[src/sv/assert_macros.svh]
// Concurrent assertion helpers, compiled out for synthesis
`ifndef ASSERT_MACROS_SVH
`define ASSERT_MACROS_SVH
`ifndef SYNTHESIS
`define DQVL_ASSERT(label, clk, rst_n, prop) \
	label: assert property (@(posedge clk) disable iff (!rst_n) prop) \
		else $error("dqvl assertion failed");
`define DQVL_IMPLIES(label, clk, rst_n, ante, cons) \
	label: assert property (@(posedge clk) disable iff (!rst_n) (ante) |-> (cons)) \
		else $error("dqvl implication failed");
`else
`define DQVL_ASSERT(label, clk, rst_n, prop)
`define DQVL_IMPLIES(label, clk, rst_n, ante, cons)
`endif
`endif

[src/sv/dqvl_pkg.sv]
package dqvl_pkg;

	localparam int CFG_IDX_W  = 2;
	localparam int CFG_DATA_W = 16;

	typedef enum logic [CFG_IDX_W-1:0] {
		REG_VOLTAGE_LIMIT = 2'd0,
		REG_FLUX_PRIORITY = 2'd1
	} cfg_reg_t;

	localparam logic [14:0] LIMIT_RESET = 15'd32767;
	localparam logic [14:0] Q15_MAX_U   = 15'd32767;
	localparam logic signed [15:0] Q15_MAX = 16'sd32767;
	localparam logic signed [15:0] Q15_MIN = -16'sd32768;

	localparam int SQ_W   = 32;
	localparam int REM_W  = 30;
	localparam int ROOT_W = SQ_W / 2;
	localparam int M_W    = REM_W / 2;
	localparam int QUO_W  = 15;
	localparam int DIV_W  = 16;

	typedef struct packed {
		logic signed [31:0] d_raw;
		logic signed [31:0] q_raw;
		logic signed [15:0] ds;
		logic signed [15:0] qs;
		logic signed [15:0] p;
		logic [14:0]        lim;
		logic               prio;
		logic [14:0]        rem;
		logic [ROOT_W-1:0]  root;
		logic [M_W-1:0]     m;
	} side_t;

	localparam int SIDE_W = $bits(side_t);

	function automatic logic signed [15:0] clamp16(input logic signed [31:0] x);
		if (x > 32'(Q15_MAX))
			return Q15_MAX;
		else if (x < 32'(Q15_MIN))
			return Q15_MIN;
		else
			return x[15:0];
	endfunction

	function automatic logic signed [15:0] clamp_sym(input logic signed [15:0] x,
		input logic [14:0] b);
		logic signed [15:0] bs;
		bs = $signed({1'b0, b});
		if (x > bs)
			return bs;
		else if (x < -bs)
			return -bs;
		else
			return x;
	endfunction

	function automatic logic signed [31:0] sat_diff(input logic signed [15:0] o,
		input logic signed [31:0] r);
		logic signed [32:0] d;
		d = {{17{o[15]}}, o} - {r[31], r};
		if (d[32] != d[31])
			return d[32] ? 32'sh8000_0000 : 32'sh7fff_ffff;
		else
			return d[31:0];
	endfunction

endpackage

[src/sv/dqvl_front.sv]
module dqvl_front (
	input  logic                       clk,
	input  logic                       arst_n,
	input  logic                       adv,
	input  logic                       in_valid,
	input  logic signed [31:0]         d_command,
	input  logic signed [31:0]         q_command,
	input  logic [14:0]                lim,
	input  logic                       prio,
	output logic                       out_valid,
	output logic [dqvl_pkg::SQ_W-1:0]  out_sq,
	output dqvl_pkg::side_t            out_side
);
	import dqvl_pkg::*;

	logic               v_s1, v_s2, v_s3, v_s4;
	logic signed [31:0] d_raw_s1, q_raw_s1, d_raw_s2, q_raw_s2, d_raw_s3, q_raw_s3;
	logic signed [15:0] ds_s1, qs_s1, ds_s2, qs_s2, ds_s3, qs_s3;
	logic [14:0]        lim_s1, lim_s2, lim_s3;
	logic               prio_s1, prio_s2, prio_s3;
	logic signed [15:0] p_s2, p_s3;
	logic [30:0]        dsq_s2, qsq_s2;
	logic [29:0]        lim2_s2;
	logic [SQ_W-1:0]    sq_s3;
	logic [14:0]        p2_s3, l2_s3;
	logic signed [31:0] dsq_w, qsq_w, psq_w;
	logic [29:0]        lim2_w;
	side_t              side_s4;
	logic [SQ_W-1:0]    sq_s4;

	assign dsq_w  = ds_s1 * ds_s1;
	assign qsq_w  = qs_s1 * qs_s1;
	assign lim2_w = lim_s1 * lim_s1;
	assign psq_w  = p_s2 * p_s2;

	always_ff @(posedge clk or negedge arst_n) begin
		if (!arst_n) begin
			v_s1 <= 1'b0;
			v_s2 <= 1'b0;
			v_s3 <= 1'b0;
			v_s4 <= 1'b0;
		end else if (adv) begin
			v_s1 <= in_valid;
			v_s2 <= v_s1;
			v_s3 <= v_s2;
			v_s4 <= v_s3;
		end
	end

	always_ff @(posedge clk) begin
		if (adv) begin
			d_raw_s1 <= d_command;
			q_raw_s1 <= q_command;
			ds_s1    <= clamp16(d_command);
			qs_s1    <= clamp16(q_command);
			lim_s1   <= lim;
			prio_s1  <= prio;

			d_raw_s2 <= d_raw_s1;
			q_raw_s2 <= q_raw_s1;
			ds_s2    <= ds_s1;
			qs_s2    <= qs_s1;
			lim_s2   <= lim_s1;
			prio_s2  <= prio_s1;
			dsq_s2   <= dsq_w[30:0];
			qsq_s2   <= qsq_w[30:0];
			lim2_s2  <= lim2_w;
			p_s2     <= clamp_sym(prio_s1 ? ds_s1 : qs_s1, lim_s1);

			d_raw_s3 <= d_raw_s2;
			q_raw_s3 <= q_raw_s2;
			ds_s3    <= ds_s2;
			qs_s3    <= qs_s2;
			lim_s3   <= lim_s2;
			prio_s3  <= prio_s2;
			p_s3     <= p_s2;
			sq_s3    <= {1'b0, dsq_s2} + {1'b0, qsq_s2};
			p2_s3    <= psq_w[29:15];
			l2_s3    <= lim2_s2[29:15];

			sq_s4         <= sq_s3;
			side_s4.d_raw <= d_raw_s3;
			side_s4.q_raw <= q_raw_s3;
			side_s4.ds    <= ds_s3;
			side_s4.qs    <= qs_s3;
			side_s4.p     <= p_s3;
			side_s4.lim   <= lim_s3;
			side_s4.prio  <= prio_s3;
			side_s4.rem   <= (l2_s3 >= p2_s3) ? (l2_s3 - p2_s3) : 15'd0;
			side_s4.root  <= '0;
			side_s4.m     <= '0;
		end
	end

	assign out_valid = v_s4;
	assign out_sq    = sq_s4;
	assign out_side  = side_s4;
endmodule

[config.mk]
export PLATFORM = sky130hd
export DESIGN_NAME = dqvl_front
export DESIGN_NICKNAME = d
export VERILOG_FILES = /design/src/sv/assert_macros.svh /design/src/sv/dqvl_pkg.sv /design/src/sv/dqvl_front.sv
export SDC_FILE = /design/constraint.sdc
export NUM_CORES = 2
export LEC_CHECK = 0
export CAP_MARGIN = 20
export CORE_ASPECT_RATIO = 0.8
export CORE_UTILIZATION = 35
export DETAILED_ROUTE_END_ITERATION = 16
export DONT_BUFFER_PORTS = 1
export SLEW_MARGIN = 20
export SYNTH_ARGS = -nofsm -noshare
export SYNTH_HDL_FRONTEND = slang
export SYNTH_SLANG_ARGS = --single-unit
[constraint.sdc]
create_clock -name clk -period 8.4 [get_ports clk]
set_input_delay 0.84 -clock clk [delete_from_list [all_inputs] [get_ports clk]]
set_output_delay 0.84 -clock clk [all_outputs]
set_load 0.005 [all_outputs]
# After elaboration in Yosys (flattened, before gate mapping)
# Cells that the tools add are included.
[word_totals]
regBits = 701
out_inout_bits = 207
n_memories = 0
latch_bits = 0
mem_bits_ro = 0
mem_bits_rw = 0
elab_cells = 59
[op_classes]
n_eq_ne = 0
mul = 4
addsub = 3
reduce_logical = 0
bitwise = 0
mux = 5
magnitude_cmp = 7
n_div = 0
shift = 0
[ops]
columns = ["op", "count"]
rows = [
  ["> comparator 32 x 16 -> 1 bit, second input constant", 2],
  ["< comparator 32 x 16 -> 1 bit, second input constant", 2],
  ["two-way mux 16 bit", 4],
  ["multiplier 16 x 16 -> 31 bit", 2],
  ["adder 31 x 31 -> 32 bit", 1],
  ["multiplier 15 x 15 -> 30 bit", 1],
  ["multiplier 16 x 16 -> 30 bit", 1],
  ["> comparator 16 bit", 1],
  ["< comparator 16 bit", 1],
  ["negator 15 -> 16 bit", 1],
  [">= comparator 15 bit", 1],
  ["two-way mux 15 bit", 1],
  ["subtractor 15 bit", 1],
]

# Longest topological paths before layout
[logic_depth]
ltp_word = 4
depth_mapped = 26
depth_no_buf = 24

# Least setup slack after synthesis
# No wires, ideal clock.
[synth_timing]
path_type = "register to register"
startpoint = "register lim_s1[4]"
endpoint = "register lim2_s2[29] (data pin)"
t_arrival_ns = 6.286
path_stages_with_launch = 25
setup_slack_ns = 1.854
path_cell_list = "edfxtp_1 > clkbuf_1 > inv_1 > buf_1 > nor2_1 > fa_1 > inv_1 > fa_1 > inv_1 > fa_1 > inv_1 > fa_1 > fa_1 > inv_1 > fa_1 > ha_1 > a21o_1 > a31oi_1 > o221a_2 > nand2_1 > a31oi_2 > a21oi_1 > a311o_1 > a21oi_1 > xnor2_1"
[synth_via]
elab_chain_cells = 1
[synth_lines]
columns = ["item", "line", "rtl"]
rows = [
  ["from (decl)", "dqvl_front.sv:19", "logic [14:0] lim_s1, lim_s2, lim_s3;"],
  ["from (signal assigned)", "dqvl_front.sv:56", "lim_s1 <= lim;"],
  ["multiplier 15 x 15 -> 30 bit", "dqvl_front.sv:33", "assign lim2_w = lim_s1 * lim_s1;"],
  ["via lim2_w[29]", "dqvl_front.sv:27", "logic [29:0] lim2_w;"],
  ["to (signal assigned)", "dqvl_front.sv:67", "lim2_s2 <= lim2_w;"],
  ["to (decl)", "dqvl_front.sv:23", "logic [29:0] lim2_s2;"],
]
# The timed path passes the listed nets, and every way through them passes these cells.
# A chain may end at the register's enable or synchronous reset.

# Worst setup path in the final report
[layout_timing]
startpoint = "register qs_s1[2]"
endpoint = "register qsq_s2[27] (data pin)"
[layout_via]
elab_chain_cells = 1
[layout_lines]
columns = ["item", "line", "rtl"]
rows = [
  ["from (decl)", "dqvl_front.sv:18", "logic signed [15:0] ds_s1, qs_s1, ds_s2, qs_s2, ds_s3, qs_s3;"],
  ["from (signal assigned)", "dqvl_front.sv:55", "qs_s1 <= clamp16(q_command);"],
  ["multiplier 16 x 16 -> 31 bit", "dqvl_front.sv:32", "assign qsq_w = qs_s1 * qs_s1;"],
  ["via qsq_w[27]", "dqvl_front.sv:26", "logic signed [31:0] dsq_w, qsq_w, psq_w;"],
  ["to (signal assigned)", "dqvl_front.sv:66", "qsq_s2 <= qsq_w[30:0];"],
  ["to (decl)", "dqvl_front.sv:22", "logic [30:0] dsq_s2, qsq_s2;"],
]
# The timed path passes the listed nets, and every way through them passes these cells.

==> results.toml <==
[outcome]
status = "finished, final reports clean"

[critical_path]
crit_chain = "clkinv_1 > nor2_1 > inv_1 > fa_1 > inv_1 > fa_1 > fa_1 > fa_1 > fa_1 > inv_1 > fa_1 > inv_1 > ha_1 > a21o_1 > nor4_1 > a21oi_1 > a41oi_1 > nor2_1 > a2111oi_2 > o21ai_1 > xor2_1"
required_ns = 8.84
endpoint = "qsq_s2[27]$_DFFE_PP_"
critPathLaunch = "qs_s1[2]$_SDFFCE_PN1P_"
worst_path_most_repeated_cell = "fa_1"
worst-setup-path-type = "reg -> reg"
worstSetupEndpointType = "flop"
cp_data_arrival_time_ns = 7.76
path_buf_inv = 5
r2r-end = "qsq_s2[27]$_DFFE_PP_"
cp_num_cells = 21
r2r_slack_ns = 1.07
start_kind = "flop"
crit_path_max_fanout = 14
reg2regPathDepth = 21
r2r_start = "qs_s1[2]$_SDFFCE_PN1P_"
path_delay_family = "adder cells"
crit_path_top_delay_cell = "edfxtp_1"
slowest_delay_ns = 0.68

[global_route]
grt_util_all_layers_pct = 16.1
grt_pass1_wl_um = 198000
grt-ovfl-total = 0
antenna_found_initial = 15
grt_pass1_vias = 33808
grt_use_met3_pct = 3.68
grt_most_used_layer = "met2"
use_met2_pct = 24.2
use_met1_pct = 23.1
grt_start_max_net_pins = 683

[clock_network]
tritoncts = "done"
clock_latency_ns = 0.75
cts_buffers = 78
cts_resized = 0
clock_sinks = 682
ctsHoldBuffers = 1
cts-root-buf = "clkbuf_16"
max-clock-path-buffers = 3
path_clk_slew_ns = 0.06
cts_htree_levels = 3
cts_setup_buffers = 0

[route]
wl_per_cell_um = 18.2
finalWirelength_um = 126000
drcViolationCount = 0
vias_per_cell = 4.65
dr.pass1.iters = 6
dr.first_iter.drc_count = 2208
via_count = 32136
ant_nets = 0

[die]
dieArea_mm2 = 0.161
ios = 291
die_y_um = 359
core_area_mm2 = 0.158
row_count = 130
die_w_um = 448
initial_core_util_pct = 35.4

[synth]
ys_top_cells_by_count = "inv_1, fa_1, edfxtp_1, ha_1, nand2_1"
synth_top_area_share_pct = 36.5
post-synth-top-count-cell = "inv_1"
netlist_top_cells_area = "edfxtp_1, fa_1, ha_1, inv_1, nand2_1"
synth_edf_count = 678
syn_inst = 4718
netlist_area_mm2 = 0.0558
avgSynthCellArea_um2 = 11.8
ys_ff_latch = 682
async_reset_ff_share_pct = 0.587
yosys.area.top_type = "edfxtp_1"
ys.flop_type = "edfxtp_1"
yosysSeqAreaShare_pct = 36.7
yosys_warnings = 0
synth_cell_types = 78

[placed_design]
place_congestion = 0.894
place_area_mm2 = 0.0583
portBuffers = 0
hpwl_um = 97500

[timing]
tns_ns = 0
hold_viol_final = 0
rsz0062_at_grt = "false"
setup_violations = 0
tightest_slew_ns = 1.09
clock.fmax_ghz = 0.136
period_minus_slack_ns = 7.33
fin_skew_ns = 0.0737
slew_viol_final = 0
finalCritPeriodShare_pct = 87.2
slew_headroom_pct = 27.2

[finish]
fin_util_pct = 38.8
drive_gt1_share_pct = 4.90
area_growth_pct = 9.56
fin_nets = 6065
finalInstanceArea_mm2 = 0.0611
fillerInstances = 14956

[min_path]
min_path_type = "in -> reg"

[job]
drv_cap = 0
-- routing by layer --
metal  share of wire [%]  up-vias
met5               0.040        -
met4                 2.5        8
met3                 6.9      163
met2                  45      860
met1                  46    16280
li1                    -    14825
-- per-stage QoR --
stage / hold WS (ns) / std cells / setup slack [ns]
5_1_grt: 0.129 / 6915 / 0.684
3_5_place_dp: 0.405 / 6765 / 1.17
2_1_floorplan: 0.400 / 4748 / 1.85
6_report: 0.190 / 6917 / 1.07
3_3_place_gp: 0.400 / 6765 / 1.36
4_1_cts: 0.117 / 6907 / 1.11
-- cells in the final DEF (no fill, tap or decap), types with 11 or more instances in the layout --
cell,n
a21o_1,59
a21oi_1,128
a31oi_1,11
and2_1,113
and3_1,12
buf_4,44
clkbuf_16,78
clkinv_1,18
conb_1,31
edfxtp_1,678
fa_1,822
ha_1,421
inv_1,1175
mux2_2,15
mux2i_1,12
nand2_1,339
nand2b_1,21
nand3_1,36
nand4_1,18
nor2_1,213
nor2b_1,26
nor3_1,23
nor4_1,13
o21a_1,32
o21ai_0,52
o21ai_1,13
o21bai_1,14
or2_2,11
xnor2_1,138
xor2_1,54
-- flip-flops by register name, summed over array words and instances, names as in the netlist, 16 cells and up --
signal	flops
out_side	143
d_raw_s1	32
d_raw_s2	32
d_raw_s3	32
out_sq	32
q_raw_s1	32
q_raw_s2	32
q_raw_s3	32
sq_s3	32
dsq_s2	29
qsq_s2	29
ds_s1	16
ds_s2	16
ds_s3	16
p_s2	16
p_s3	16
qs_s1	16
qs_s2	16
qs_s3	16
-- final cells by class --
type | count | area, µm² | share of cell area, %
sequential | 682 | 20500 | 33.5
inverter | 1189 | 4460 | 7.30
timing repair buffer | 49 | 450 | 0.737
clock inverter | 53 | 698 | 1.14
tap | 2112 | 2640 | 4.32
antenna | 6 | 15.0 | 0.0246
clock buffer | 88 | 1990 | 3.26
multi-input combinational | 2738 | 30400 | 49.7
-- worst register-to-register path, delay by kind of cell, from the launching register on --
| family | cells | cell delay [ns] |
|---|---|---|
| AO/OA/AOI/OAI | 5 | 1.60 |
| XOR/XNOR | 1 | 0.16 |
| adder cells (fa/ha/maj) | 7 | 3.20 |
| buffers and inverters | 5 | 0.73 |
| flip-flops | 1 | 0.68 |
| AND/OR/NAND/NOR | 3 | 0.65 |
-- cells by family after synthesis --
logic type / synth area share [%]
fa+ha+maj: 38.9
other cells: 0.00672
buf+inv: 9.16
mux: 0.518
xor+xnor: 3.01
simple gates: 6.90
flops: 36.7
compound gates: 4.79
-- how the worst min path moves through the flow --
| stage | from | to | slack (ns) | depth (start not counted) |
|---|---|---|---|---|
| floorplan | d_raw_s1[0]$_DFFE_PP_ | d_raw_s2[0]$_DFFE_PP_ | 0.40 | 0 |
| global placement | q_raw_s2[10]$_DFFE_PP_ | q_raw_s3[10]$_DFFE_PP_ | 0.40 | 0 |
| detailed placement | d_raw_s1[0]$_DFFE_PP_ | d_raw_s2[0]$_DFFE_PP_ | 0.40 | 0 |
| CTS | d_command[7] | d_raw_s1[7]$_DFFE_PP_ | 0.12 | 0 |
| global route | d_command[7] | d_raw_s1[7]$_DFFE_PP_ | 0.13 | 0 |
| finish | lim[5] | lim_s1[5]$_DFFE_PP_ | 0.19 | 0 |
Power is not shown: default switching activity piles up to over one toggle a cycle in this logic, so the estimate is an artifact.
