## config.mk

```make
export PLATFORM = sky130hd
export DESIGN_NAME = dqvl_isqrt
export DESIGN_NICKNAME = d
export VERILOG_FILES = /design/src/sv/assert_macros.svh /design/src/sv/dqvl_isqrt.sv
export SDC_FILE = /design/constraint.sdc
export NUM_CORES = 1
export LEC_CHECK = 0
export BUFFER_PORTS_ARGS = -buffer_cell sky130_fd_sc_hd__clkbuf_2
export CORE_MARGIN = 3
export CORE_UTILIZATION = 45
export DETAILED_ROUTE_END_ITERATION = 10
export SLEW_MARGIN = 20
export SYNTH_ARGS = -nofsm -noshare
export SYNTH_HDL_FRONTEND = slang
export SYNTH_SLANG_ARGS = --single-unit
```

## constraint.sdc

```tcl
create_clock -name clk -period 8.5 [get_ports clk]
set_input_delay 0.425 -clock clk [delete_from_list [all_inputs] [get_ports clk]]
set_output_delay 0.425 -clock clk [all_outputs]
set_load 0.01 [all_outputs]
```

## src/sv/assert_macros.svh

```systemverilog
// Concurrent assertion helpers, compiled out for synthesis
`ifndef ASSERT_MACROS_SVH
`define ASSERT_MACROS_SVH
`ifndef SYNTHESIS
`define DQVL_ASSERT(label, clk, rst_n, prop) \
	label: assert property (@(posedge clk) disable iff (!rst_n) prop) \
		else $error("dqvl assertion failed");
`define DQVL_IMPLIES(label, clk, rst_n, ante, cons) \
	label: assert property (@(posedge clk) disable iff (!rst_n) (ante) |-> (cons)) \
		else $error("dqvl implication failed");
`else
`define DQVL_ASSERT(label, clk, rst_n, prop)
`define DQVL_IMPLIES(label, clk, rst_n, ante, cons)
`endif
`endif

```

## src/sv/dqvl_isqrt.sv

```systemverilog
module dqvl_isqrt #(
	parameter int N  = 32,
	parameter int SW = 1
) (
	input  logic           clk,
	input  logic           arst_n,
	input  logic           adv,
	input  logic           in_valid,
	input  logic [N-1:0]   in_rad,
	input  logic [SW-1:0]  in_side,
	output logic           out_valid,
	output logic [N/2-1:0] out_root,
	output logic [SW-1:0]  out_side
);
	localparam int R = N / 2;

	logic          v_s    [R];
	logic [N-1:0]  rad_s  [R];
	logic [R:0]    rem_s  [R];
	logic [R-1:0]  root_s [R];
	logic [SW-1:0] side_s [R];

	for (genvar k = 0; k < R; k++) begin : g_stage
		logic          pv;
		logic [N-1:0]  prad;
		logic [R:0]    prem;
		logic [R-1:0]  proot;
		logic [SW-1:0] pside;
		logic [R+2:0]  rem_n, trial, diff;

		if (k == 0) begin : g_first
			assign pv    = in_valid;
			assign prad  = in_rad;
			assign prem  = '0;
			assign proot = '0;
			assign pside = in_side;
		end else begin : g_next
			assign pv    = v_s[k-1];
			assign prad  = rad_s[k-1];
			assign prem  = rem_s[k-1];
			assign proot = root_s[k-1];
			assign pside = side_s[k-1];
		end

		assign rem_n = {prem, prad[N-1 -: 2]};
		assign trial = {1'b0, proot, 2'b01};
		assign diff  = rem_n - trial;

		always_ff @(posedge clk or negedge arst_n) begin
			if (!arst_n)
				v_s[k] <= 1'b0;
			else if (adv)
				v_s[k] <= pv;
		end

		always_ff @(posedge clk) begin
			if (adv) begin
				rad_s[k]  <= prad << 2;
				side_s[k] <= pside;
				if (rem_n >= trial) begin
					rem_s[k]  <= diff[R:0];
					root_s[k] <= {proot[R-2:0], 1'b1};
				end else begin
					rem_s[k]  <= rem_n[R:0];
					root_s[k] <= {proot[R-2:0], 1'b0};
				end
			end
		end
	end

	assign out_valid = v_s[R-1];
	assign out_root  = root_s[R-1];
	assign out_side  = side_s[R-1];
endmodule

```

======== Yosys cells after proc, flatten, opt, wreduce, memory -nomap -nowiden ========
Memories as Yosys holds them, arrays and structs flattened.
Cells that the tools add are included.
storage, ports and cells
  output and inout port bits .............. 18
  memories ................................ 4
  register bits ........................... 16
  bits in writable memories ............... 1024
  input port bits ......................... 37
  logic and storage cells ................. 214
memory list
  memory  words  bits a word  rd ports  clocked after Yosys merged registers in  write ports  line              RTL
  rad_s   16     30           15        0                                        16           dqvl_isqrt.sv:18  logic [N-1:0] rad_s [R];
  rem_s   16     17           15        0                                        16           dqvl_isqrt.sv:19  logic [R:0] rem_s [R];
  root_s  16     16           16        0                                        16           dqvl_isqrt.sv:20  logic [R-1:0] root_s [R];
  side_s  16     1            16        0                                        16           dqvl_isqrt.sv:21  logic [SW-1:0] side_s [R];
cells by class
  add/sub/neg operators ................... 16
  bitwise logic cells ..................... 32
  muxes and demuxes ....................... 130
  $lt $le $gt $ge ......................... 16
operators with widths
  kind                 count
  $ge 19x18->1         15
  $mux 17              16
  $mux 16              16
  $sub 17x17->17       15
  $mux 1               98
  $or 1x1->1           32
  $sub 2x1->3 const B  1
  $ge 2x1->1 const B   1

======== Longest topological paths before layout ========
Gate-level depths: netlist of run 1.
An unclocked memory read counts as a cell.
  depth in word-level cells ............... 6
  depth in mapped cells ................... 10
  depth with buffers taken out ............ 9

======== Worst setup path before layout of run 1 ========
Ideal clock, no wire load.
  path kind ............................... flip-flop to flip-flop
  start ................................... memory rem_s[0][106] in the netlist's numbering
  end ..................................... memory rem_s[0][121] in the netlist's numbering (data pin)
  data arrival time ....................... 2.494 ns
  buffers on the path ..................... 1
  library setup time ...................... 0.260 ns
  clock period less this slack ............ 2.754 ns
  stages on the path, launching flop included .. 8
  path slack .............................. 5.746 ns
  data required time ...................... 8.240 ns
  path through ............................ edfxtp_1 > ha_1 > buf_2 > a21o_1 > a221o_1 > a211o_1 > nor4_4 > mux2_2
RTL lines
  what         line
  from (decl)  dqvl_isqrt.sv:19

==> impl_metrics.json, run 1 <==
{
  "clkTransAtPathRegs_ns": 0.06,
  "top_layer_used": "met4",
  "ys_types": 78,
  "start_util_pct": 45.8,
  "cts_tree": "done",
  "critical_path_class": "register to register",
  "die_area_um2": 69200,
  "wl_um": 53200,
  "ant_nets": 0,
  "required_ns": 8.86,
  "portBuffers": 54,
  "synth.ff_latch_count": 645,
  "post_cts_resize_count": 0,
  "route.met3.wl_um": 2770,
  "drtIter0Drc": 1252,
  "min_path_type": "primary input to register",
  "min_period_over_period_pct": 38.4,
  "syn_nets": 2400,
  "synth_edf_count": 628,
  "rsz0062_at_grt": "false",
  "cts_buffer_depth": 3,
  "slew_headroom_pct": 34.2,
  "r2r_cells": 7,
  "synth_flop_cell": "edfxtp_1",
  "finalPower_mw": 8.50,
  "vias": 17300,
  "met1_length_um": 25800,
  "min_path_cells": 1,
  "post_cts_buffers": 0,
  "n_fill_cell": 5523,
  "finalMaxSlewViolations": 0,
  "hold_path_startpoint": "in_rad[10]",
  "core_area_um2": 64900,
  "clock-sinks": 645,
  "dp_hpwl_um": 37700,
  "drtPass1Iterations": 5,
  "antenna_found_initial": 1,
  "cp-start-kind": "register",
  "status": "finished clean",
  "syn_to_final_growth_pct": 13.0,
  "met2_length_um": 23600,
  "tightest_slew_ns": 0.988,
  "setup_viol": 0,
  "insertion_delay_ns": 0.60,
  "timing.rr.start": "rem_s[1][78]$_DFFE_PP_",
  "final_common_cell": "edfxtp_1",
  "yosysWarnings": 0,
  "setup_tns_ns": 0,
  "ios": 55,
  "die_h_um": 263,
  "num_rows": 93,
  "antennaDiodeCount": 0,
  "place_congestion": 0.875,
  "async_flop_share_pct": 2.48,
  "period_needed_ns": 3.26,
  "syn_area_per_cell_um2": 13.5,
  "worst_setup_path_end_kind": "register",
  "crit_path_max_fanout": 18,
  "vias_per_cell": 5.32,
  "final_cell_mix": "628 x edfxtp_1, 183 x inv_1, 153 x ha_1",
  "cts_buffers": 71,
  "post_drt_wl_per_cell_um": 16.4,
  "ir_drop_v": 0.000165,
  "drv_cap": 0,
  "cts_root_buf": "clkbuf_16",
  "syn_area_um2": 29700,
  "drc": 0,
  "critPathArrivalTime_ns": 3.62,
  "nets": 2522,
  "drive_gt1_share_pct": 10.3,
  "reg2reg_slack_ns": 5.24,
  "rr_endpoint": "rem_s[1][89]$_DFFE_PP_",
  "finClkSkew_ns": 0.0295,
  "p_per_area_nw_per_um2": 253,
  "grt_overflow": 0,
  "post-route-util_pct": 51.8,
  "grt_pass1_vias": 16600,
  "holdPathEnd": "rad_s[0][10]$_DFFE_PP_",
  "htree_levels": 3,
  "power_leakage_nw": 12.8,
  "grt_max_degree": 111,
  "grt_use_total_pct": 15.3,
  "grt_pass1_wl_um": 87100,
  "die-width_um": 263,
  "max_freq_mhz": 306,
  "final-hold-violation-count": 0,
  "ys_seq_area_share_pct": 64.8,
  "synthCells": 2210
}
==> sequential cells by signal, summed over array words and instances (netlist names) <==
name / flops
side_s: 16
out_valid: 1
root_s: 136
g_stage.pv: 15
rad_s: 240
rem_s: 237
==> worst max-delay path: stages (launching register included) <==
cell	delay, ns
edfxtp_1	0.45
ha_1	0.43
nand4_1	0.25
nor4_1	0.56
nor4_1	0.12
o211ai_1	0.46
buf_4	0.37
mux2_2	0.37
==> kinds of logic after synthesis <==
kind of cell / after synthesis / synth area share (%)
fa+ha+maj: 153 / 6.44
compound gates: 390 / 8.40
simple gates: 549 / 9.75
buf+inv: 231 / 2.94
mux: 68 / 2.53
xor+xnor: 174 / 5.12
flops: 645 / 64.8
==> synthesized netlist by cell type, types with 41 or more instances <==
master / number / area [um2]
clkbuf_1: 41 / 154
o21ai_0: 99 / 495
ha_1: 153 / 1910
edfxtp_1: 628 / 18900
mux2_2: 58 / 653
xnor2_1: 99 / 867
a21oi_1: 113 / 566
xor2_1: 75 / 657
nand2_1: 96 / 360
nor2_1: 143 / 537
nor3_1: 46 / 230
inv_1: 183 / 687
==> per-layer routing <==
metal	track usage, %	vias to the layer above
met2	23.1	338
met3	3.04	77
met4	4.57	0
met5	0	-
li1	-	8488
met1	22.4	8360
==> worst max path at each step <==
| stage | start | end | depth (start not counted) |
|---|---|---|---|
| after floorplan | rem_s[0][106]$_DFFE_PP_ | rem_s[0][121]$_DFFE_PP_ | 7 |
| after global placement | adv | rem_s[1][55]$_DFFE_PP_ | 6 |
| after detailed placement | adv | rem_s[1][60]$_DFFE_PP_ | 6 |
| after CTS | rem_s[0][102]$_DFFE_PP_ | rem_s[0][125]$_DFFE_PP_ | 7 |
| after global routing | adv | rem_s[1][60]$_DFFE_PP_ | 6 |
| final | rem_s[1][78]$_DFFE_PP_ | rem_s[1][89]$_DFFE_PP_ | 7 |
==> cell type report <==
class	instances	area, um2	area share (%)
Inverter	184	691	2.05
Clock buffer	93	1890	5.62
Timing Repair Buffer	96	681	2.02
Tap cell	855	1070	3.18
Sequential cell	645	19300	57.3
Clock inverter	35	427	1.27
Multi-Input combinational cell	1334	9590	28.5
==> power by group <==
part           internal (mW)  leakage (nW)  switching, mW
Sequential              3.96          6.23          0.222
Clock                   1.77          1.13           1.24
Combinational          0.589          5.43          0.718
==> stage by stage <==
step / worst slack (ns) / hold slack (ns) / cell area [um2] / instances
floorplan: 5.75 / 0.129 / 29700 / 2210
global placement: 4.72 / 0.357 / 31000 / 3085
detailed placement: 4.63 / 0.371 / 31000 / 3085
CTS: 5.22 / 0.00110 / 33600 / 3242
global route: 5.06 / 0.0113 / 33600 / 3242
finish: 5.24 / 0.0434 / 33600 / 3242
==> what timing repair did <==
action                     CTS  global route
setup endpoints to repair    0             0
hold buffers                29             0
hold endpoints to repair    44             0
No activity file was read; power rests on OpenSTA's default activity.
==> run 2, diff against run 1 <==
- ABC_AREA: unset -> 1
- clock period: 8.5 -> 3.1 ns (I/O delays scaled with it)
==> impl_metrics.json, run 2 <==
{
  "yosysMostFrequentCell": "nand2_1",
  "status": "finished clean",
  "ant_nets": 0,
  "die-width_um": 279,
  "synth.cells.most_frequent": "1007 x nand2_1, 628 x edfxtp_1, 583 x inv_1",
  "clkTransAtPathRegs_ns": 0.06,
  "top_register": "rad_s",
  "period_needed_ns": 2.65,
  "max_freq_mhz": 378,
  "grt_overflow": 0,
  "tightest_slew_ns": 0.814,
  "setup_viol": 0,
  "vias": 23000,
  "drive_gt1_share_pct": 7.18,
  "cts_buffer_depth": 3,
  "ys_seq_area_share_pct": 57.5,
  "cts_tree": "done",
  "place_area_um2": 34900,
  "async_flop_share_pct": 2.48,
  "syn_nets": 3734,
  "start_util_pct": 45.7,
  "grt_use_total_pct": 18.3,
  "slew_headroom_pct": 45.7,
  "die_area_um2": 77800,
  "portBuffers": 54,
  "insertion_delay_ns": 0.62,
  "final_common_cell": "nand2_1",
  "drv_cap": 0,
  "cts_buffers": 75,
  "drc": 0,
  "num_rows": 99,
  "ir_drop_v": 0.000443,
  "antennaDiodeCount": 0,
  "wl_um": 71100,
  "synth_edf_count": 628,
  "finClkSkew_ns": 0.0274,
  "synth.ff_latch_count": 645,
  "nets": 3866,
  "largest_register_ffs": 240,
  "post_drt_wl_per_cell_um": 15.2,
  "cp-start-kind": "register",
  "yosysWarnings": 0,
  "dp_hpwl_um": 52900,
  "reg.largest.list": "rad_s x240, rem_s x237, root_s x136",
  "p_per_area_nw_per_um2": 645,
  "synth_area_leaders": "edfxtp_1 56%, nand2_1 11%, inv_1 6.5%, ha_1 5.7%, nand3_1 4.1%",
  "n_fill_cell": 6704,
  "instances_no_fill": 4689,
  "syn_area_per_cell_um2": 9.46,
  "drtIter0Drc": 1516,
  "ios": 55,
  "htree_levels": 3,
  "ys_types": 51,
  "drtPass1Iterations": 8,
  "power_leakage_nw": 17.0,
  "setup_tns_ns": 0,
  "crit_path_max_fanout": 14,
  "synthCells": 3544,
  "grt_pass1_vias": 21900,
  "place_congestion": 0.908,
  "cts_hold_buf": 36,
  "multiInputGateArea_um2": 11700,
  "synth_flop_cell": "edfxtp_1",
  "finalMaxSlewViolations": 0,
  "final-hold-violation-count": 0,
  "required_ns": 3.43,
  "dp_cells": 4522,
  "syn_area_um2": 33500,
  "rsz0062_at_grt": "false",
  "worst_setup_path_end_kind": "register",
  "min_path_type": "primary input to asynchronous set/reset pin",
  "syn_to_final_growth_pct": 12.4,
  "post_cts_resize_count": 0,
  "clock-sinks": 645,
  "critical_path_class": "register to register",
  "min_period_over_period_pct": 85.4,
  "grt_pass1_wl_um": 114000,
  "ff_latch_area_um2": 19300,
  "final_cell_mix": "1007 x nand2_1, 628 x edfxtp_1, 583 x inv_1",
  "die_h_um": 279,
  "cts_root_buf": "clkbuf_16",
  "vias_per_cell": 4.90,
  "antenna_found_initial": 1,
  "synth_top_area_cell": "edfxtp_1",
  "grt_max_degree": 146,
  "yosysTopAreaCellShare_pct": 56.3,
  "core_area_um2": 73300,
  "final_area_um2": 37700,
  "critPathArrivalTime_ns": 2.97,
  "post_cts_buffers": 0
}
==> run 2: changes by cell type after synthesis, sizes merged, moves of 35 or more <==
cell,before,now
nor4,38,2
inv,183,590
o21a,38,3
nor2,143,311
nand3,40,282
xnor2,99,26
mux2,58,0
nand2,96,1024
==> run 2: final cells by class <==
type | instances | share of cell area (%)
Sequential cell | 645 | 51.2
Multi-Input combinational cell | 2255 | 31.0
Inverter | 590 | 5.89
Clock buffer | 89 | 5.26
Tap cell | 959 | 3.19
Timing Repair Buffer | 109 | 2.28
Clock inverter | 42 | 1.19
==> run 2: where the power goes <==
part | leakage [nW] | internal (mW) | switching, mW
clock | 1.17 | 5.17 | 3.45
sequential | 6.26 | 10.7 | 0.528
combinational | 9.54 | 1.50 | 2.94
total | 17.0 | 17.4 | 6.92
==> run 2: critical path: stages, from the launching register on <==
cell	delay [ns]
edfxtp_1	0.47
inv_1	0.08
ha_1	0.37
a21oi_2	0.21
nand2_1	0.17
nand2_1	0.11
nand3_1	0.12
nand2_2	0.29
nand2_2	0.26
nand3_1	0.13
nand2_1	0.15
==> run 2: worst paths after layout <==
kind	to	slack [ns]	start	cells past startpoint
worst max-delay path	rem_s[1][44]$_DFFE_PP_	0.45	root_s[1][16]$_DFFE_PP_	10
worst min register to register	rad_s[1][21]$_DFFE_PP_	0.39	rad_s[0][229]$_DFFE_PP_	0
worst min-delay path	out_valid$_DFFE_PN0P_	0.05	arst_n	2
min in group clk	rad_s[0][16]$_DFFE_PP_	0.25	in_rad[16]	2
worst max register to register	rem_s[1][44]$_DFFE_PP_	0.45	root_s[1][16]$_DFFE_PP_	10
max in group asynchronous	g_stage[11].pv$_DFFE_PN0P_	2.76	arst_n	2
==> run 2: through the flow <==
stage | total power [mW] | utilization, % | hold WS [ns] | worst slack, ns
after floorplan | 14.4 | - | -0.141 | 1.16
after global placement | 15.8 | 47.6 | 0.100 | 0.467
after detailed placement | 15.8 | 47.6 | 0.107 | 0.531
after CTS | 24.6 | 51.4 | 0.0367 | 0.513
after global routing | 25.7 | 51.4 | 0.0666 | 0.292
final | 24.3 | 51.4 | 0.0495 | 0.453
==> run 2: cells by family after synthesis <==
family	synth area share, %
simple gates	23.1
flops	57.5
buf+inv	7.65
compound gates	3.47
fa+ha+maj	5.71
xor+xnor	2.56
==> run 2: per-layer routing <==
metal | part of all wire (%) | track usage [%]
met5 | 0.011 | 0
met4 | 2.1 | 4.93
met3 | 4.5 | 3.15
met2 | 45 | 29.6
met1 | 48 | 25.7
