===== config.mk =====
export PLATFORM = sky130hd
export DESIGN_NAME = dqvl_back
export DESIGN_NICKNAME = d
export VERILOG_FILES = /design/src/sv/assert_macros.svh /design/src/sv/dqvl_pkg.sv /design/src/sv/dqvl_back.sv
export SDC_FILE = /design/constraint.sdc
export NUM_CORES = 1
export LEC_CHECK = 0
export BUFFER_PORTS_ARGS = -buffer_cell sky130_fd_sc_hd__buf_2
export CAP_MARGIN = 30
export CORE_MARGIN = 3
export CORE_UTILIZATION = 50
export DETAILED_ROUTE_END_ITERATION = 10
export PLACE_DENSITY = 0.86
export SLEW_MARGIN = 0
export SYNTH_ARGS = -nofsm -noshare
export SYNTH_HDL_FRONTEND = slang
export SYNTH_SLANG_ARGS = --single-unit

===== constraint.sdc =====
create_clock -name clk -period 3 [get_ports clk]
set_input_delay 0.75 -clock clk [delete_from_list [all_inputs] [get_ports clk]]
set_output_delay 0.75 -clock clk [all_outputs]
set_load 0.1 [all_outputs]

===== src/sv/assert_macros.svh =====
// Concurrent assertion helpers, compiled out for synthesis
`ifndef ASSERT_MACROS_SVH
`define ASSERT_MACROS_SVH
`ifndef SYNTHESIS
`define DQVL_ASSERT(label, clk, rst_n, prop) \
	label: assert property (@(posedge clk) disable iff (!rst_n) prop) \
		else $error("dqvl assertion failed");
`define DQVL_IMPLIES(label, clk, rst_n, ante, cons) \
	label: assert property (@(posedge clk) disable iff (!rst_n) (ante) |-> (cons)) \
		else $error("dqvl implication failed");
`else
`define DQVL_ASSERT(label, clk, rst_n, prop)
`define DQVL_IMPLIES(label, clk, rst_n, ante, cons)
`endif
`endif


===== src/sv/dqvl_pkg.sv =====
package dqvl_pkg;

	localparam int CFG_IDX_W  = 2;
	localparam int CFG_DATA_W = 16;

	typedef enum logic [CFG_IDX_W-1:0] {
		REG_VOLTAGE_LIMIT = 2'd0,
		REG_FLUX_PRIORITY = 2'd1
	} cfg_reg_t;

	localparam logic [14:0] LIMIT_RESET = 15'd32767;
	localparam logic [14:0] Q15_MAX_U   = 15'd32767;
	localparam logic signed [15:0] Q15_MAX = 16'sd32767;
	localparam logic signed [15:0] Q15_MIN = -16'sd32768;

	localparam int SQ_W   = 32;
	localparam int REM_W  = 30;
	localparam int ROOT_W = SQ_W / 2;
	localparam int M_W    = REM_W / 2;
	localparam int QUO_W  = 15;
	localparam int DIV_W  = 16;

	typedef struct packed {
		logic signed [31:0] d_raw;
		logic signed [31:0] q_raw;
		logic signed [15:0] ds;
		logic signed [15:0] qs;
		logic signed [15:0] p;
		logic [14:0]        lim;
		logic               prio;
		logic [14:0]        rem;
		logic [ROOT_W-1:0]  root;
		logic [M_W-1:0]     m;
	} side_t;

	localparam int SIDE_W = $bits(side_t);

	function automatic logic signed [15:0] clamp16(input logic signed [31:0] x);
		if (x > 32'(Q15_MAX))
			return Q15_MAX;
		else if (x < 32'(Q15_MIN))
			return Q15_MIN;
		else
			return x[15:0];
	endfunction

	function automatic logic signed [15:0] clamp_sym(input logic signed [15:0] x,
		input logic [14:0] b);
		logic signed [15:0] bs;
		bs = $signed({1'b0, b});
		if (x > bs)
			return bs;
		else if (x < -bs)
			return -bs;
		else
			return x;
	endfunction

	function automatic logic signed [31:0] sat_diff(input logic signed [15:0] o,
		input logic signed [31:0] r);
		logic signed [32:0] d;
		d = {{17{o[15]}}, o} - {r[31], r};
		if (d[32] != d[31])
			return d[32] ? 32'sh8000_0000 : 32'sh7fff_ffff;
		else
			return d[31:0];
	endfunction

endpackage


===== src/sv/dqvl_back.sv =====
module dqvl_back (
	input  logic               clk,
	input  logic               arst_n,
	input  logic               adv,
	input  logic               in_valid,
	input  dqvl_pkg::side_t    in_side,
	input  logic [14:0]        in_ratio,
	output logic               out_valid,
	output logic signed [15:0] d_out,
	output logic signed [15:0] q_out,
	output logic signed [31:0] d_residual,
	output logic signed [31:0] q_residual,
	output logic               limited,
	output logic [14:0]        limit_ratio
);
	import dqvl_pkg::*;

	logic               v_s1, v_s2;
	logic signed [15:0] d_s1, q_s1, d_s2, q_s2;
	logic signed [31:0] d_raw_s1, q_raw_s1, dr_s2, qr_s2;
	logic               lmt_s1, lmt_s2;
	logic [14:0]        ratio_s1, ratio_s2;
	logic [14:0]        mag;
	logic signed [15:0] d_w, q_w;
	logic               lmt_w;
	logic [14:0]        ratio_w;

	assign mag = (in_side.root > {1'b0, Q15_MAX_U}) ? Q15_MAX_U : in_side.root[14:0];

	always_comb begin
		d_w     = in_side.ds;
		q_w     = in_side.qs;
		lmt_w   = (32'(in_side.ds) != in_side.d_raw) || (32'(in_side.qs) != in_side.q_raw);
		ratio_w = Q15_MAX_U;
		if (in_side.lim == '0) begin
			d_w     = '0;
			q_w     = '0;
			lmt_w   = 1'b1;
			ratio_w = '0;
		end else if (mag > in_side.lim) begin
			lmt_w   = 1'b1;
			ratio_w = in_ratio;
			if (in_side.prio) begin
				d_w = in_side.p;
				q_w = clamp_sym(in_side.qs, in_side.m);
			end else begin
				q_w = in_side.p;
				d_w = clamp_sym(in_side.ds, in_side.m);
			end
		end
	end

	always_ff @(posedge clk or negedge arst_n) begin
		if (!arst_n) begin
			v_s1 <= 1'b0;
			v_s2 <= 1'b0;
		end else if (adv) begin
			v_s1 <= in_valid;
			v_s2 <= v_s1;
		end
	end

	always_ff @(posedge clk) begin
		if (adv) begin
			d_s1     <= d_w;
			q_s1     <= q_w;
			d_raw_s1 <= in_side.d_raw;
			q_raw_s1 <= in_side.q_raw;
			lmt_s1   <= lmt_w;
			ratio_s1 <= ratio_w;

			d_s2     <= d_s1;
			q_s2     <= q_s1;
			dr_s2    <= sat_diff(d_s1, d_raw_s1);
			qr_s2    <= sat_diff(q_s1, q_raw_s1);
			lmt_s2   <= lmt_s1;
			ratio_s2 <= ratio_s1;
		end
	end

	assign out_valid   = v_s2;
	assign d_out       = d_s2;
	assign q_out       = q_s2;
	assign d_residual  = dr_s2;
	assign q_residual  = qr_s2;
	assign limited     = lmt_s2;
	assign limit_ratio = ratio_s2;
endmodule


==> After elaboration in Yosys (flattened, before gate mapping) <==
Index checks and enable logic that the tools add are counted.
{ "totals": {"inputBits": 193, "regBits": 226, "out_inout_bits": 113} }
{ "classes": {"n_addsub": 3, "n_mux": 14, "order_cmp": 6, "reduce_logical": 3, "n_eq_ne": 4} }
{ "op_table": {"columns": ["op", "count"], "rows": [
  ["$mux W16", 8],
  ["$mux W32", 4],
  ["$sub A16 B32 Y33", 2],
  ["$ne A16 B32 Y1", 2],
  ["$gt A16 B16 Y1", 2],
  ["$lt A16 B16 Y1", 2],
  ["$mux W15", 2],
  ["$gt A16 B15 Y1 const B", 1],
  ["$neg A15 Y16", 1],
  ["$gt A15 B15 Y1", 1],
  ["$logic_not A15 Y1", 1],
  ["$ne A1 B1 Y1", 2],
  ["$reduce_or A2 Y1", 1],
  ["$logic_or A1 B1 Y1", 1]
]} }

==> Logic depth before layout (Yosys ltp) <==
Gate-level depths: netlist of run 1.
{ "depth": {"ltp_word": 6, "ltp_mapped": 16} }

==> Worst setup path before layout of run 1 <==
OpenSTA, ideal clock, no wires.
{ "synth_timing": {"path_kind": "input -> register", "from": "in in_side[2] (netlist name)", "to": "reg q_s1[13] (data pin)", "setup_slack_ps": -1428, "stages": 16, "required_time_ps": 2744, "setup_ps": 256, "arrival_ps": 4172, "cell_sequence": "clkbuf_1 > nor4_1 > nand2_1 > or4_1 > nor3_1 > xnor2_1 > ha_1 > and3_1 > and3_1 > and2_1 > a41oi_2 > mux2i_2 > buf_2 > nand3_1 > a31oi_1 > nor2_1"} }
{ "synth_between": {"elab_chain_len": 6, "elab_cells_between_ends": 7, "classes_between": "add/sub: 1; order compare: 2; mux: 4"} }
{ "synth_lines": {"columns": ["item", "line_no", "text"], "rows": [
  ["start: declaration", "dqvl_back.sv:6", "input dqvl_pkg::side_t in_side,"],
  ["$neg A15 Y16", "dqvl_pkg.sv:53, dqvl_pkg.sv:54", null],
  ["$lt A16 B16 Y1", "dqvl_pkg.sv:53", "else if (x < -bs)"],
  ["$mux W16", "dqvl_pkg.sv:53", null],
  ["$mux W16 *", "dqvl_pkg.sv:51", "if (x > bs)"],
  ["$mux W16 *", "dqvl_back.sv:43", "if (in_side.prio) begin"],
  ["$mux W16 *", "dqvl_back.sv:40", "end else if (mag > in_side.lim) begin"],
  ["end signal: assignment", "dqvl_back.sv:66", "q_s1 <= q_w;"],
  ["end: declaration", "dqvl_back.sv:19", "logic signed [15:0] d_s1, q_s1, d_s2, q_s2;"]
]} }
Mark *: on every way between the ends. The rest lies on a longest branch, timed or not.
A chain may end at the register's enable or synchronous reset.

==> Final worst setup path of run 1 <==
{ "layout_timing": {"from": "in in_side[9] (netlist name)", "to": "reg d_s1[13] (data pin)"} }
{ "layout_between": {"elab_chain_len": 6, "elab_cells_between_ends": 7, "classes_between": "add/sub: 1; order compare: 2; mux: 4"} }
{ "layout_lines": {"columns": ["item", "line_no", "text"], "rows": [
  ["$neg A15 Y16", "dqvl_pkg.sv:53, dqvl_pkg.sv:54", null],
  ["$lt A16 B16 Y1", "dqvl_pkg.sv:53", null],
  ["$mux W16", "dqvl_pkg.sv:53", null],
  ["$mux W16 *", "dqvl_pkg.sv:51", null],
  ["$mux W16 *", "dqvl_back.sv:43", null],
  ["$mux W16 *", "dqvl_back.sv:40", null],
  ["end signal: assignment", "dqvl_back.sv:65", "d_s1 <= d_w;"],
  ["end: declaration", "dqvl_back.sv:19", null]
]} }
Marked as above.

==> results of run 1 <==
## logic make-up after synthesis
| group | count (synthesis) | synth area share |
|---|---|---|
| muxes | 9 | 0.00686 |
| DFF | 226 | 0.448 |
| xor gates and xnor gates | 98 | 0.0598 |
| adders and majority gates | 156 | 0.127 |
| buffers and inverters | 178 | 0.0446 |
| and+or+nand+nor | 412 | 0.136 |
| AOI/OAI and AO/OA | 406 | 0.178 |
## state kept, by name, indices dropped and copies added (netlist names)
name	flops
d_out	16
d_raw_s1	32
d_residual	32
d_s1	16
limit_ratio	15
limited	1
lmt_s1	1
out_valid	1
q_out	16
q_raw_s1	32
q_residual	32
q_s1	16
ratio_s1	15
v_s1	1
## area by class of cell
cell class                      instances  area [um^2]  share of cell area
Sequential cell                       226         6780               0.315
Tap cell                              390          488              0.0227
Clock buffer                           26          587              0.0273
Inverter                              124          465              0.0217
Timing Repair Buffer                  641         4360               0.203
Multi-Input combinational cell       1087         8650               0.403
Clock inverter                         15          154             0.00716
## worst min-delay path by stage
stage	from	endpoint	cells after the start
after floorplan	ratio_s1[0]	limit_ratio[0]	0
after global routing	arst_n	v_s1	1
after detailed placement	ratio_s1[14]	limit_ratio[14]	0
after CTS	arst_n	out_valid	1
after global placement	ratio_s1[12]	limit_ratio[12]	0
final	arst_n	out_valid	1
## layer usage
layer,share of wire,wire [um],vias to the layer above,GRT usage
met5,0,0,-,0
met4,0.048,2600,0,0.127
met3,0.083,4530,167,0.0449
met2,0.48,26200,869,0.544
met1,0.39,21400,7077,0.417
li1,-,-,6797,-
## cell usage after synthesis, drive strengths merged, types with 20 or more instances
library cell	n
nor2	92
edfxtp	224
a31oi	24
xnor2	41
or2	20
nor2b	24
o21a	26
xor2	55
nand2	104
nor4	23
nand4	29
clkbuf	46
o21ai	87
a21oi	97
nor3	35
a21o	44
inv	124
ha	136
nand3	26
## placed cells by master (no fill, tap or decap), types with 44 or more instances in the layout
master	Yosys	routed
nor2_1	92	89
a21o_1	44	44
a21oi_1	96	81
buf_4	0	318
edfxtp_1	224	224
buf_2	5	286
ha_1	136	127
xor2_1	55	55
inv_1	124	122
nand2_1	104	100
## through the flow
stage | std cells | setup WS [ns] | setup TNS, ns | area, um^2
floorplan | 1485 | -1.19 | -35.21 | 15500
global placement | 2417 | -1.50 | -64.30 | 19500
detailed placement | 2417 | -1.60 | -69.74 | 19500
CTS | 2494 | -0.850 | -33.14 | 21100
global route | 2509 | -0.999 | -48.49 | 21500
finish | 2509 | -0.878 | -37.11 | 21500
## report_power, final
group	switching, mW	internal [mW]	total [mW]
Sequential	0.191	4.23	4.43
Combinational	5.67	2.75	8.41
Clock	1.18	1.66	2.85
Total	7.04	8.64	15.7
## timing repair
item / in CTS / in global routing
cloned: 12 / 1
setup endpoints to repair: 96 / 97
setup buffers: 24 / 19
pin swaps: 47 / 43
hold buffers: 0 / 0
resized for setup: 152 / 57
## worst register-to-register path, stage by stage (launching register included)
cell and delay, ns:
edfxtp_1 0.45, inv_2 0.11, ha_4 0.15, fa_2 0.21, nor2b_2 0.05, o311a_1 0.38, o31a_1 0.31, a211oi_2 0.19
buf_4 0.17, a21oi_1 0.06, a21bo_2 0.24, mux2i_1 0.13, a2111o_1 0.29, maj3_2 0.29
==> out/metrics.yaml, run 1 <==
synth_edf_count: 224
antenna_found_initial: 0
postRouteAntennaNets: 0
slew_violations: 0
wl_um: 54800
netlist_area_um2: 15100
initial_core_util: 0.509
path_buf_inv: 3
total_power_mw: 15.7
status: "finished, violations left"
synth_nets: 1816
nets: 2434
crit_chain: "buf_6 -> or4_4 -> or4_4 -> nor3_4 -> xnor2_2 -> buf_4 -> ha_4 -> nand4_1 -> or3_4 -> a211oi_4 -> nor2_4 -> mux2i_4 -> buf_12 -> a2111oi_4 -> a2bb2oi_1"
avgRoutedWirePerCell_um: 21.8
num-fill-cells: 2004
grt.overflow.total: 0
synth.distinct_cells: 76
hold_slack_ns: 0.0239
ios: 306
crit_end: "d_s1[13]"
worst_pin_slew_ns: 0.724
fin_util: 0.723
cp.arrival_ns: 4.23
viasPerCell: 5.94
routabilityCongestion: 0.999
track_usage: 0.321
fin_crit_sh: 1.29
rows: 63
syn_area_per_cell_um2: 10.2
irDropWorstVdd_mv: 0.677
fmax_mhz: 258
synth_area_leader_cell: "edfxtp_1"
synth_ff_type: "edfxtp_1"
vias: 14910
cts_tree: "yes"
grt_pass1_wl_um: 82300
dp_hpwl_um: 41400
crit_path_start_kind: "input pin"
violations: "negative setup slack"
setup_viol: 95
drt_iter0_markers: 1421
slowest_stage: "or4_4"
ctsHtreeMaxLevel: 1
synth-async-reset-ratio: 0.00885
hold_class: "input pin to async pin"
crit_path_frequent_cell: "or4_4"
layout_setup_ws_ns: -0.878
drc_errors: 0
clkTransAtPathRegs_ns: 0.06
cp.depth: 15
layout-drive-gt1-share: 0.405
syn-instance-count: 1485
end_kind: "flip-flop"
cellLeakagePower_nw: 9.58
dieArea_um2: 32400
core-area_um2: 29700
r2r_setup_slack_ns: -0.29
area_growth_pct: 42.0
synth_area_leaders: "edfxtp_1 (44%), ha_1 (11%), xor2_1 (3.2%), a21oi_1 (3.2%), inv_1 (3.1%)"
cts.sinks: 226
slowest_delay_ns: 0.54
tritoncts.num_buffers: 23
first_pass_iters: 5
r2r_end: "q_residual[26]"
grt_pass1_vias: 14723
max_cap_violations: 0
yosysSeqAreaShare: 0.448
synth_top_area_frac: 0.444
die_y_um: 180
worstSetupPathType: "input pin to flip-flop"
worstPathMaxFanout: 18
clk_latency_ns: 0.51
dieWidth_um: 180
ys_warn_count: 0
maxSlewHeadroom: 0.515
cts-root-buf: "clkbuf_16"
worstSetupStartpoint: "in_side[9]"
power_density_nw_per_um2: 730
synth_seq_cells: 226
required_ns: 3.36
hold_viol: 0
rsz0062_at_grt: "yes"
clock_path_buffers: 3
grt_start_max_net_pins: 62
cpLargestDelayFamily: "simple AND/OR/NAND/NOR gates"
period_minus_slack_ns: 3.88
io_buffers: 290
n_antenna_cell: 0
finClkSkew_ns: 0.0160
r2r_cells: 13
rr_startpoint: "q_s1[0]"
No activity file was read; power rests on OpenSTA's default activity.
==> inputs of run 2 (changes only) <==
PLACE_DENSITY = 0.83   (was 0.86)
clock period = 4.6 ns   (was 3 ns; I/O delays follow)
==> out/metrics.yaml, run 2 (synthesis gave the netlist of run 1 again) <==
status: "finished, final reports clean"
total_power_mw: 8.94  # -43%
r2r_setup_slack_ns: 0.37  # +0.66 ns
first_pass_iters: 6  # +1
required_ns: 4.85  # +1.49 ns
drc_errors: 0  # unchanged
io_buffers: 290  # unchanged
power_density_nw_per_um2: 486  # -33%
fin_crit_sh: 0.969
num-fill-cells: 2460  # +23%
ios: 306  # unchanged
area_growth_pct: 21.5
met2_length_um: 21300  # -19%
finalInstanceArea_um2: 18400  # -14%
slowest_stage: "or4_4"
crit_chain: "buf_2 -> or4_4 -> or4_4 -> nor3_2 -> xnor2_1 -> ha_1 -> and3_1 -> and3_1 -> and2_1 -> a41oi_2 -> mux2i_4 -> buf_4 -> nor2b_1 -> a211oi_1 -> o22ai_1"
core-area_um2: 29700  # unchanged
hold_class: "input pin to async pin"
dpl.cell_count: 2197  # -9.1%
finalNonFillerCells: 2243  # -11%
cellLeakagePower_nw: 8.02  # -16%
r2r_end: "d_residual[23]"
final_cell_mix: "buf_2 (289), edfxtp_1 (224), ha_1 (136)"
drt_iter0_markers: 1314  # -7.5%
crit_path_start_kind: "input pin"
cp.arrival_ns: 4.71  # +0.48 ns
fin_util: 0.619  # -0.104
dpl_cell_area_um2: 17600  # -9.8%
wl_um: 46800  # -15%
grt.overflow.total: 0  # unchanged
avgRoutedWirePerCell_um: 20.9  # -4.5%
dieWidth_um: 180  # unchanged
dieArea_um2: 32400  # unchanged
clkTransAtPathRegs_ns: 0.07  # about the same
track_usage: 0.278  # -0.0425
initial_core_util: 0.509  # unchanged
slowest_delay_ns: 0.55  # about the same
maxSlewHeadroom: 0.489  # -0.0254
rows: 63  # unchanged
wirelength_met1_um: 19700  # -8.2%
clock_path_buffers: 3  # unchanged
crit_end: "q_s1[10]"
hold_viol: 0  # unchanged
nets: 2165  # -11%
r2r_cells: 11  # -2
ctsHtreeMaxLevel: 1  # unchanged
vias: 13197  # -11%
worstSetupStartpoint: "in_side[9]"
routabilityCongestion: 1.03  # +3.1%
irDropWorstVdd_mv: 0.448  # -34%
max_cap_violations: 0  # unchanged
cts_tree: "yes"
cts.sinks: 226  # unchanged
rsz0062_at_grt: "yes"
holdBufCountCts: 0  # unchanged
period_minus_slack_ns: 4.46
hold_slack_ns: 0.398  # +0.374 ns
worstSetupPathType: "input pin to flip-flop"
cts-root-buf: "clkbuf_16"
rr_startpoint: "d_s1[15]"
grt_pass1_wl_um: 71400  # -13%
viasPerCell: 5.88  # -0.99%
fmax_mhz: 224
postRouteAntennaNets: 0  # unchanged
dp_hpwl_um: 37200  # -10%
antenna_found_initial: 3  # +3
grt_pass1_vias: 12903  # -12%
end_kind: "flip-flop"
setup_viol: 0  # -100%
worstPathMaxFanout: 14  # -4
layout-drive-gt1-share: 0.249  # -0.157
clk_latency_ns: 0.53  # +0.02 ns
slew_violations: 0  # unchanged
grt_start_max_net_pins: 70  # +13%
finClkSkew_ns: 0.0206  # +0.00460 ns
worst_pin_slew_ns: 0.766  # +0.0414 ns
final_common_cell: "buf_2"
tritoncts.num_buffers: 24  # +4.3%
wl_met3_um: 3770  # -17%
dr.max_layer_used: "met5"
die_y_um: 180  # unchanged
[run 2: worst max-delay path: cells and delay by family]
| family | cells | cell delay (ns) |
|---|---|---|
| multiplexers | 1 | 0.34 |
| adder cells (fa/ha/maj) | 1 | 0.31 |
| AO/OA/AOI/OAI | 3 | 0.55 |
| XOR/XNOR | 1 | 0.21 |
| AND/OR/NAND/NOR | 7 | 1.81 |
| buffers and inverters | 2 | 0.35 |
[run 2: per-stage QoR]
stage | setup slack (ns) | TNS [ns]
after global placement | -0.277 | -7.06
after CTS | 0.119 | 0
after floorplan | 0.00505 | 0
after detailed placement | -0.425 | -8.74
final | 0.143 | 0
after global routing | -0.0304 | -0.0833
[run 2: how the worst min path moves through the flow]
stage                       to  cells past startpoint  slack (ns)          from
2_1_floorplan   limit_ratio[0]                      0        0.40   ratio_s1[0]
3_3_place_gp    limit_ratio[4]                      0        0.40   ratio_s1[4]
3_5_place_dp   limit_ratio[11]                      0        0.40  ratio_s1[11]
4_1_cts                   v_s1                      1        0.37        arst_n
5_1_grt              out_valid                      1        0.38        arst_n
6_report             out_valid                      1        0.40        arst_n
[run 2: layout make-up]
type / count / area [um^2] / share of cell area
Timing Repair Buffer: 377 / 2150 / 0.117
Tap cell: 390 / 488 / 0.0265
Antenna cell: 2 / 5.00 / 0.000272
Clock buffer: 27 / 612 / 0.0333
Clock inverter: 16 / 131 / 0.00714
Multi-Input combinational cell: 1081 / 7760 / 0.422
Sequential cell: 226 / 6780 / 0.368
Inverter: 124 / 465 / 0.0253
[run 2: per-layer routing]
metal | vias up | GRT usage
met2 | 664 | 0.449
li1 | 6246 | -
met1 | 6170 | 0.373
met5 | - | 0
met4 | 2 | 0.116
met3 | 115 | 0.0504
[run 2: what timing repair did]
item                                    CTS  global route
hold endpoints to repair                  0             0
buffers inserted                          0             1
resized for setup                         0             9
endpoints found under the setup margin    0            24
[run 2: where the power goes]
part / switching [mW] / leakage, nW / internal [mW]
registers: 0.137 / 2.21 / 2.76
clock network: 0.797 / 0.355 / 1.02
logic: 3.15 / 5.45 / 1.08
==> inputs of run 3 (changes only) <==
MAX_ROUTING_LAYER = met4   (was unset)
==> out/metrics.yaml, run 3 (synthesis gave the netlist of run 1 again) <==
hold_class: "input pin to async pin"
clk_latency_ns: 0.52  # about the same
grt.overflow.total: 0  # unchanged
wl_um: 48200  # +3.0%
routabilityCongestion: 1.02  # -0.76%
track_usage: 0.295  # +0.0162
drc_errors: 0  # unchanged
required_ns: 4.88  # +0.03 ns
irDropWorstVdd_mv: 0.371  # -17%
worstPathMaxFanout: 12  # -2
tritoncts.num_buffers: 23  # -4.2%
worst_pin_slew_ns: 0.796  # +0.0300 ns
maxSlewHeadroom: 0.469  # -0.0200
final_cell_mix: "buf_2 (289), edfxtp_1 (224), ha_1 (136)"
finalSetupTns_ns: 0  # unchanged
status: "finished, final reports clean"
cellLeakagePower_nw: 8.02  # about the same
n_antenna_cell: 0  # -2
vias: 13239  # +0.32%
dieArea_um2: 32400  # unchanged
dieWidth_um: 180  # unchanged
io_buffers: 290  # unchanged
die_y_um: 180  # unchanged
finalInstanceArea_um2: 18300  # -0.23%
clkTransAtPathRegs_ns: 0.06  # about the same
rows: 63  # unchanged
cts.sinks: 226  # unchanged
fmax_mhz: 226  # +0.67%
ios: 306  # unchanged
layout-drive-gt1-share: 0.252  # +0.00338
hold_slack_ns: 0.414  # +0.0161 ns
dp_hpwl_um: 38800  # +4.1%
grt_start_max_net_pins: 73  # +4.3%
cts_tree: "yes"
max_cap_violations: 0  # unchanged
end_kind: "flip-flop"
ctsHtreeMaxLevel: 1  # unchanged
viasPerCell: 5.91  # +0.45%
crit_path_start_kind: "input pin"
antenna_found_initial: 0  # -3
hold_viol: 0  # unchanged
avgRoutedWirePerCell_um: 21.5  # +3.1%
finClkSkew_ns: 0.0151  # -0.00550 ns
seq_area_um2: 6780  # unchanged
initial_core_util: 0.509  # unchanged
rsz0062_at_grt: "no"
cp.arrival_ns: 4.70  # about the same
power_density_nw_per_um2: 487  # +0.22%
grt_pass1_wl_um: 72700  # +1.8%
cts-root-buf: "clkbuf_16"
core-area_um2: 29700  # unchanged
fin_crit_sh: 0.962  # -0.00646
holdBufCountCts: 0  # unchanged
postRouteAntennaNets: 0  # unchanged
area_growth_pct: 21.2
drt_iter0_markers: 1190  # -9.4%
num-fill-cells: 2503  # +1.7%
grt_pass1_vias: 12902  # -0.0078%
first_pass_iters: 5  # -1
multi_input_area_um2: 7740  # -0.27%
final_common_cell: "buf_2"
nets: 2165  # unchanged
worstSetupPathType: "input pin to flip-flop"
period_minus_slack_ns: 4.43  # -0.0297 ns
dpl_cell_area_um2: 17600  # about the same
slew_violations: 0  # unchanged
clock_path_buffers: 3  # unchanged
setup_viol: 0  # unchanged
## run 3: cell types whose count changed in the layout (fill, tap and decap cells not counted), moves of 2 or more
| cell | before | now |
|---|---|---|
| clkinv_2 | 2 | 6 |
| diode_2 | 2 | 0 |
| o311ai_0 | 3 | 5 |
| inv_6 | 0 | 2 |
| o311ai_1 | 4 | 2 |
| clkinv_1 | 7 | 4 |
| buf_4 | 84 | 86 |
| clkbuf_1 | 3 | 0 |
| clkinv_8 | 2 | 0 |
## run 3: final cells by class
class,instances,area share
well taps,390,0.0266
repair buffers,378,0.117
inverters,124,0.0254
flip-flops and latches,226,0.369
clock buffers,23,0.0314
clock inverters,18,0.00852
multi-input cells,1081,0.422
## run 3: repair_timing
item                       in CTS  in global routing
setup buffers                   0                  0
setup endpoints to repair       0                 28
resized for setup               0                  6
## run 3: critical path, stage by stage
cell and delay, ns:
buf_2 0.11, nor4_2 0.34, nand2_1 0.13, or4_4 0.53
nor3_2 0.14, xnor2_1 0.21, ha_1 0.31, and3_1 0.19
and3_1 0.19, and2_1 0.16, a41oi_2 0.19, mux2i_4 0.32
nand2_1 0.25, o311ai_1 0.46
## run 3: where the power goes
group          total, mW  switching [mW]  internal (mW)  leakage [nW]
sequential          2.90           0.140           2.76          2.21
clock               1.81           0.780           1.03         0.363
combinational       4.23            3.15           1.08          5.45
## run 3: path summary, 6_finish.rpt
kind	cells after the start	slack, ns	to	start
min in group clk	0	0.42	limit_ratio[7]	ratio_s1[7]
min reg2reg	0	0.42	limit_ratio[7]	ratio_s1[7]
max reg2reg	11	0.48	d_residual[11]	d_s1[15]
min	1	0.41	out_valid	arst_n
max in group asynchronous	1	4.08	v_s1	arst_n
max	14	0.17	q_s1[6]	in_side[5]
## run 3: metrics by stage
step | util | worst slack, ns | total power [mW] | std cells
floorplan | - | 0.00505 | 6.16 | 1485
global placement | 0.592 | -0.416 | 7.04 | 2198
detailed placement | 0.592 | -0.437 | 7.14 | 2199
CTS | 0.617 | 0.0723 | 8.96 | 2240
global route | 0.617 | 0.00802 | 9.36 | 2240
finish | 0.617 | 0.173 | 8.94 | 2240
## run 3: metal layers
| layer | vias up | global-route usage | wire length [um] |
|---|---|---|---|
| met5 | - | - | 0 |
| met4 | 0 | 0.0981 | 1690 |
| met3 | 103 | 0.0417 | 3940 |
| met2 | 646 | 0.472 | 22500 |
| met1 | 6242 | 0.388 | 20000 |
| li1 | 6248 | - | - |
